File: src/rtl/mbf_pkg.sv
package mbf_pkg;

   // bitmap memory row geometry
   localparam int ROW_BITS = 32;
   localparam int BIT_W    = 5;

   // bank base numbers
   localparam logic [31:0] BASE_LOW  = 32'h0000_0000;
   localparam logic [31:0] BASE_HYP  = 32'h4000_0000;
   localparam logic [31:0] BASE_HIGH = 32'hc000_0000;

   // request action codes
   localparam logic [1:0] ACT_QUERY   = 2'd0;
   localparam logic [1:0] ACT_ENABLE  = 2'd1;
   localparam logic [1:0] ACT_DISABLE = 2'd2;

   // response status codes
   localparam logic [1:0] ST_OK     = 2'd0;
   localparam logic [1:0] ST_EXISTS = 2'd1;
   localparam logic [1:0] ST_RANGE  = 2'd2;

   // controller states
   typedef enum logic [1:0] {
      S_CLEAR,
      S_IDLE,
      S_READ,
      S_UPDATE
   } state_type;

   // controller to datapath commands
   typedef struct packed {
      logic load;     // capture request and decode its bit position
      logic clr_en;   // write one zero row of the clearing pass
      logic rd_en;    // read the row that holds the bit
      logic commit;   // write back the row and load the response
   } ctrl_cmd_type;

   // datapath to controller status
   typedef struct packed {
      logic clr_last; // last row of the clearing pass
      logic out_free; // response register can take a new response
   } ctrl_stat_type;

endpackage

File: src/rtl/mbf_ctrl.sv
module mbf_ctrl
   import mbf_pkg::*;
(
   input  logic          clock,
   input  logic          reset,
   input  logic          req_valid,
   output logic          req_stall,
   input  ctrl_stat_type stat,
   output ctrl_cmd_type  cmd
);

   state_type state_ff;
   state_type state_in;

   // state register
   always_ff @(posedge clock) begin
      if (reset) begin
         state_ff <= S_CLEAR;
      end else begin
         state_ff <= state_in;
      end
   end

   // next state and commands
   always_comb begin
      state_in  = state_ff;
      cmd       = '0;
      req_stall = 1'b1;
      case (state_ff)
         S_CLEAR: begin
            cmd.clr_en = 1'b1;
            if (stat.clr_last) begin
               state_in = S_IDLE;
            end
         end
         S_IDLE: begin
            req_stall = 1'b0;
            if (req_valid) begin
               cmd.load = 1'b1;
               state_in = S_READ;
            end
         end
         S_READ: begin
            cmd.rd_en = 1'b1;
            state_in  = S_UPDATE;
         end
         S_UPDATE: begin
            if (stat.out_free) begin
               cmd.commit = 1'b1;
               state_in   = S_IDLE;
            end
         end
         default: begin
            state_in = S_CLEAR;
         end
      endcase
   end

   // requests are refused during the clearing pass
   a_clear_stalls: assert property (@(posedge clock) disable iff (reset)
      state_ff == S_CLEAR |-> req_stall)
      else $error("request taken during clearing pass");

   // an accepted request always goes on to the row read
   a_accept_reads: assert property (@(posedge clock) disable iff (reset)
      cmd.load |=> state_ff == S_READ)
      else $error("accepted request did not start a row read");

   // a commit only happens when the response register is free
   a_commit_free: assert property (@(posedge clock) disable iff (reset)
      cmd.commit |-> stat.out_free)
      else $error("commit while response register busy");

endmodule

File: config.mk
export PLATFORM = sky130hd
export DESIGN_NAME = mbf_ctrl
export DESIGN_NICKNAME = d
export VERILOG_FILES = /design/src/rtl/mbf_pkg.sv /design/src/rtl/mbf_ctrl.sv
export SDC_FILE = /design/constraint.sdc
export NUM_CORES = 1
export LEC_CHECK = 0
export ABC_AREA = 1
export BUFFER_PORTS_ARGS = -buffer_cell sky130_fd_sc_hd__buf_4
export CAP_MARGIN = 20
export CORE_AREA = 2 2 39 41
export DETAILED_ROUTE_END_ITERATION = 7
export DIE_AREA = 0 0 41 43
export GPL_TIMING_DRIVEN = 0
export HOLD_SLACK_MARGIN = 0.03
export PLACE_DENSITY = 0.44
export SETUP_SLACK_MARGIN = 0.15
export SKIP_CTS_REPAIR_TIMING = 1
export SYNTH_ARGS = -nofsm -noshare
export SYNTH_HDL_FRONTEND = slang
export SYNTH_SLANG_ARGS = --single-unit
File: constraint.sdc
create_clock -name clock -period 2.2 [get_ports clock]
set_input_delay 0.11 -clock clock [delete_from_list [all_inputs] [get_ports clock]]
set_output_delay 0.11 -clock clock [all_outputs]
set_load 0.02 [all_outputs]
After elaboration in Yosys (flattened, before gate mapping)
Index checks and enable logic that the tools add are counted.
Widths: inputs -> output; s select.
{"block": "classes", "n_eq_ne": 6, "n_mux": 11, "reduce_logical": 2}
{"operator": "$pmux 2 s4", "count": 1}
{"operator": "$mux 1", "count": 7}
{"operator": "$mux 2", "count": 3}
{"operator": "$ne 2x2->1 const B", "count": 3}
{"operator": "$eq 2x2->1 const B", "count": 2}
{"operator": "$reduce_and 3->1", "count": 1}
{"operator": "$eq 2x1->1 const B", "count": 1}
{"operator": "$logic_not 2->1", "count": 1}
{"block": "word_totals", "register_bits": 2, "input_bits": 5, "out_inout_bits": 5, "word_cells": 20}

Logic depth before layout (Yosys ltp)
Gate-level depths: netlist (run 1).
{"block": "logic_depth", "ltp_word": 3, "ltp_mapped": 7, "depth_no_buf": 7}

Worst setup path after synthesis (run 1)
OpenSTA, ideal clock, no wires.
{"block": "synth_timing", "path_type": "register -> register", "start": "register state_ff[0]", "end": "register state_ff[0]", "setup_ps": 113, "arrival_ps": 993, "required_ps": 2087, "setup_slack_ps": 1094, "path_stages_with_launch": 7, "path_buffers": 0, "period_less_slack_ps": 1106, "cell_sequence": "dfxtp_1 inv_1 ha_1 nand2_1 nand3_2 nor2_1 nor2_1"}
{"block": "synth_between", "elab_chain_len": 3, "elab_cells_between_ends": 9, "classes_between": "6 x eq/ne; 1 x mux; 2 x reduce/logical"}
{"item": "start, declared", "line": "mbf_ctrl.sv:12", "rtl": "state_type state_ff;"}
{"item": "start signal, assigned", "line": "mbf_ctrl.sv:20", "rtl": "state_ff <= state_in;"}
{"item": "$eq 2x2->1, or another cell as far along", "line": "mbf_ctrl.sv:29", "rtl": "case (state_ff)"}
{"item": "$ne 2x2->1 (no source line)"}
{"item": "$reduce_and 3->1 (no source line)"}
Parallel ways exist; a longest one is shown, timed or not.
A chain may end at the register's enable or synchronous reset.

==> results.yml, run 1 <==
run_status:
  status: "completed"
floorplanning:
  row_count: 14
  fp.dieH_um: 43
  ios: 10
  core_um2: 1380
  dieArea_um2: 1760
  die_w_um: 41
  start_util_pct: 13.4
synth:
  synth-seq-cells: 2
  yosysTopAreaCellShare_pct: 27.0
  syn_avg_cell_area_um2: 6.39
  synthDominantAreaCellType: "ha_1"
  syn_nets: 38
  syn_inst: 29
  seq_area_frac_synth_pct: 21.6
  synth_area_leaders: "ha_1 27%, dfxtp_1 22%, inv_1 18%"
  yosysWarnings: 0
  netlist_area_um2: 185
  synth_cell_type_count: 7
placement:
  gp_congestion: 0.730
  hpwl_um: 285
  port_buffers: 9
power_and_ir_drop:
  ir_worst_vdd_mv: 0.264
  p_total_mw: 0.376
  p_leak_nw: 0.190
  p_per_area_nw_per_um2: 1270
final_layout:
  largest_reg_flops: 2
  final_nets: 52
  top_register: "state_ff"
  largest_registers: "state_ff (2)"
  diodes: 0
  fin_util_pct: 21.3
  fill_cells: 168
  area_delta_synth_final_pct: 59.5
  drive_gt1_share_pct: 34.1
setup_path:
  critical_path_arrival_ns: 1.09
  r2r-start: "state_ff[0]$_SDFFE_PP0P_"
  crit_fanout: 3
  crit_path_start: "state_ff[1]$_SDFFE_PP0P_"
  r2r_slack_ns: 1.13
  critPathLaunchType: "flip-flop"
  crit_type: "flip-flop to output port"
  required_ns: 2.09
  critPathCaptureType: "output port"
global_route:
  overflow: 0
  antenna_found_initial: 0
  first_global_vias: 185
  grt_first_pass_wirelength_um: 586
  grt_max_degree: 5
  grt_usage_pct: 5.41
detailed_routing:
  first_pass_iters: 1
  wl_per_cell_um: 6.18
  wl_met1_um: 126
  viasPerCell: 3.19
  drt_first_iter_violations: 0
  ant_nets: 0
  top_layer_used: "met3"
  drc_errors: 0
  wl_met3_um: 41
  wl_um: 352
  vias: 182
  dr_wl_met2_um: 183
clock_tree:
  clockRootBuffer: "clkbuf_4"
  insertion_delay_ns: 0.23
  cts_tree: "built"
  cts.clk_slew.worst_paths_ns: 0.03
  clkSinkCount: 2
  h-tree-depth: 1
  clk_path_buf_depth: 2
  cts_inserted_buffers: 3
timing:
  slew_headroom_pct: 92.7
  hold_viol: 0
  max_freq_ghz: 0.835
  fin_crit_sh_pct: 54.4
  rsz0062_at_grt: "no"
  setup_viol_count_final: 0
  worst_pin_slew_ns: 0.109
  drv_slew: 0
  skew_ns: 0.00342
  period_minus_slack_ns: 1.20
  tns_ns: 0
flow_run:
  maxCapViolCount: 0
worst_hold_path:
  worstHoldStart: "reset"
  min_path_type: "input port to flip-flop"
==> through the flow <==
stage,area [µm²],setup WS (ns),cells,hold WS (ns)
floorplan,185,1.09,29,0.265
global placement,273,1.12,54,0.363
detailed placement,273,1.11,54,0.360
CTS,295,0.981,57,0.117
global route,295,0.902,57,0.148
finish,295,1.00,57,0.125
==> critical path, cell delays in order, from the launching register on <==
cell and delay [ns]:
dfxtp_1 0.34, inv_1 0.08, ha_1 0.21, nand2_1 0.06, inv_1 0.03, buf_4 0.14
==> placed cells by master, fill, tap and decap left out <==
cell type / n
inv_1: 9
clkbuf_4: 3
dfxtp_1: 2
nand3_2: 1
nor2_1: 4
nand2_2: 1
ha_1: 4
buf_4: 9
nand2_1: 8
==> where the power goes <==
group	switching (mW)	internal [mW]	total, mW
Combinational	0.133	0.0948	0.227
Clock	0.0215	0.0602	0.0817
Sequential	0.0130	0.0542	0.0672
Total	0.167	0.209	0.376
==> path summary, 6_finish.rpt <==
kind                                            endpoint  cells past startpoint
worst min-delay path            state_ff[0]$_SDFFE_PP0P_                      4
worst min register to register  state_ff[1]$_SDFFE_PP0P_                      4
worst max register to register  state_ff[1]$_SDFFE_PP0P_                      6
worst max-delay path                              cmd[3]                      5
==> cell families after synthesis <==
kind of cell | after synthesis | share of synthesized area, %
DFF | 2 | 21.6
buffers and inverters | 9 | 18.2
adders and majority gates | 4 | 27.0
and+or+nand+nor | 14 | 33.1
==> final cells by class <==
cell class	count	area, µm²	share of cell area (%)
Sequential cell	2	40.0	13.6
Clock buffer	3	22.5	7.63
Tap cell	16	20.0	6.78
Multi-Input combinational cell	18	111	37.7
Timing Repair Buffer	9	67.6	22.9
Inverter	9	33.8	11.4
==> per-layer routing <==
layer  vias to the layer above  track usage (%)
met1                        71             4.15
met5                         -                0
met2                         6             7.81
li1                        105                -
met3                         0             2.09
met4                         0             8.00
==> cells in the mapped netlist <==
master and number:
nor2_1 4, dfxtp_1 2, nand2_2 1, inv_1 9, ha_1 4, nand3_2 1
nand2_1 8
No activity file was read; power rests on OpenSTA's default activity.
==> run 2: changes to the inputs <==
- clock period: 2.2 -> 1.2 ns (I/O delays scaled with it)
==> run 2 against run 1 <==
- final area rose by 32%
- critical path depth did not move
- sequential power rose to 2.7 times the previous value
- register-to-register slack got worse by 0.95 ns
- clock-buffer cell count unchanged
- global-route usage fell by 0.60 points
- critical endpoint unchanged
- largest cell class unchanged
- highest routed layer is now met4
==> results.yml, run 2 (same netlist as run 1, synthesis figures left out) <==
setup_path:
  critPathLaunchType: "flip-flop"
  crit_type: "flip-flop to output port"
  r2r_slack_ns: 0.18
  critical_path_arrival_ns: 1.02
  required_ns: 1.14
  crit_path_start: "state_ff[1]$_SDFFE_PP0P_"
  reg2regPathDepth: 7
  cp-endpoint: "cmd[3]"
  crit_fanout: 3
  r2r-end: "state_ff[1]$_SDFFE_PP0P_"
  critPathCaptureType: "output port"
  r2r-start: "state_ff[1]$_SDFFE_PP0P_"
floorplanning:
  die_w_um: 41
  row_count: 14
  dieArea_um2: 1760
  start_util_pct: 13.4
  fp.dieH_um: 43
  core_um2: 1380
  ios: 10
timing:
  rsz0062_at_grt: "yes"
  worst_slack_ns: 0.121
  slew_headroom_pct: 92.8
  period_minus_slack_ns: 1.08
  skew_ns: 0.00403
  fin_crit_sh_pct: 89.9
  max_freq_ghz: 0.927
  drv_slew: 0
  tns_ns: 0
  hold_viol: 0
  setup_viol_count_final: 0
  worst_pin_slew_ns: 0.107
clock_tree:
  insertion_delay_ns: 0.23
  cts.clk_slew.worst_paths_ns: 0.03
  clkSinkCount: 2
  clk_path_buf_depth: 2
  cts_inserted_buffers: 3
  cts_tree: "built"
  h-tree-depth: 1
  clockRootBuffer: "clkbuf_4"
power_and_ir_drop:
  p_leak_nw: 0.204
  ir_worst_vdd_mv: 0.728
  p_per_area_nw_per_um2: 2460
global_route:
  first_global_vias: 143
  overflow: 0
  grt_usage_pct: 4.81
  antenna_found_initial: 0
  grt_max_degree: 5
  grt_first_pass_wirelength_um: 489
final_layout:
  largest_reg_flops: 2
  final_nets: 53
  largest_registers: "state_ff (2)"
  area_delta_synth_final_pct: 111
  layout_common_cells: "6 x inv_1, 6 x buf_4"
  drive_gt1_share_pct: 64.3
  diodes: 0
  top_register: "state_ff"
detailed_routing:
  viasPerCell: 3.47
  wl_per_cell_um: 7.74
  drc_errors: 0
  drt_first_iter_violations: 4
  first_pass_iters: 4
  ant_nets: 0
  vias: 201
  wl_um: 449
placement:
  hpwl_um: 287
  port_buffers: 9
  pre_cts_ws_ns: 0.107
  gp_congestion: 0.682
run_status:
  status: "completed"
worst_hold_path:
  min_path_type: "input port to flip-flop"
flow_run:
  maxCapViolCount: 0
run 2: cell types whose count changed in the layout (fill, tap and decap cells not counted), moves of 2 or more:
cell     delta
dfxtp_1     -2
inv_1       -3
nand2_2     +3
ha_4        +3
dfxtp_4     +2
nand2_1     -4
buf_6       +4
inv_4       +2
buf_4       -3
ha_1        -3
run 2: how the worst min path moves through the flow:
stage / cells after the start / from / end / slack (ns)
6_report: 4 / reset / state_ff[0]$_SDFFE_PP0P_ / 0.07
5_1_grt: 4 / reset / state_ff[0]$_SDFFE_PP0P_ / 0.08
4_1_cts: 4 / reset / state_ff[0]$_SDFFE_PP0P_ / 0.07
3_5_place_dp: 4 / reset / state_ff[0]$_SDFFE_PP0P_ / 0.32
3_3_place_gp: 4 / reset / state_ff[0]$_SDFFE_PP0P_ / 0.31
2_1_floorplan: 3 / reset / state_ff[1]$_SDFFE_PP0P_ / 0.22
run 2: power by group:
part | switching, mW | internal [mW] | leakage [nW]
Combinational | 0.322 | 0.304 | 0.172
Sequential | 0.0636 | 0.119 | 0.0178
Clock | 0.0417 | 0.111 | 0.0138
run 2: cell type report:
| cell class | count | area (µm²) |
|---|---|---|
| Sequential cell | 2 | 47.5 |
| Clock buffer | 3 | 22.5 |
| Multi-Input combinational cell | 18 | 171 |
| Inverter | 9 | 38.8 |
| Tap cell | 16 | 20.0 |
| Fill cell | 160 | 993 |
| Timing Repair Buffer | 10 | 90.1 |
run 2: metal layers:
layer | routed length [µm] | track usage [%] | share of wire (%)
met1 | 172 | 4.79 | 38
met2 | 225 | 5.63 | 50
met3 | 36 | 1.57 | 8.0
met4 | 14 | 8.00 | 3.1
met5 | 0 | 0 | 0
run 2: metrics by stage:
stage	hold slack (ns)	instances	area (µm²)	utilization [%]	total power, mW
3_5_place_dp	0.317	54	275	19.9	0.557
3_3_place_gp	0.314	54	275	19.9	0.555
5_1_grt	0.0832	58	390	28.2	1.06
4_1_cts	0.0735	57	298	21.5	0.718
6_report	0.0693	58	390	28.2	0.961
2_1_floorplan	0.215	29	188	-	0.424
run 2: critical path, stage by stage (launching register included):
cell     delay [ns]
dfxtp_4        0.37
inv_4          0.05
ha_4           0.16
nand2_1        0.05
inv_1          0.04
buf_6          0.12
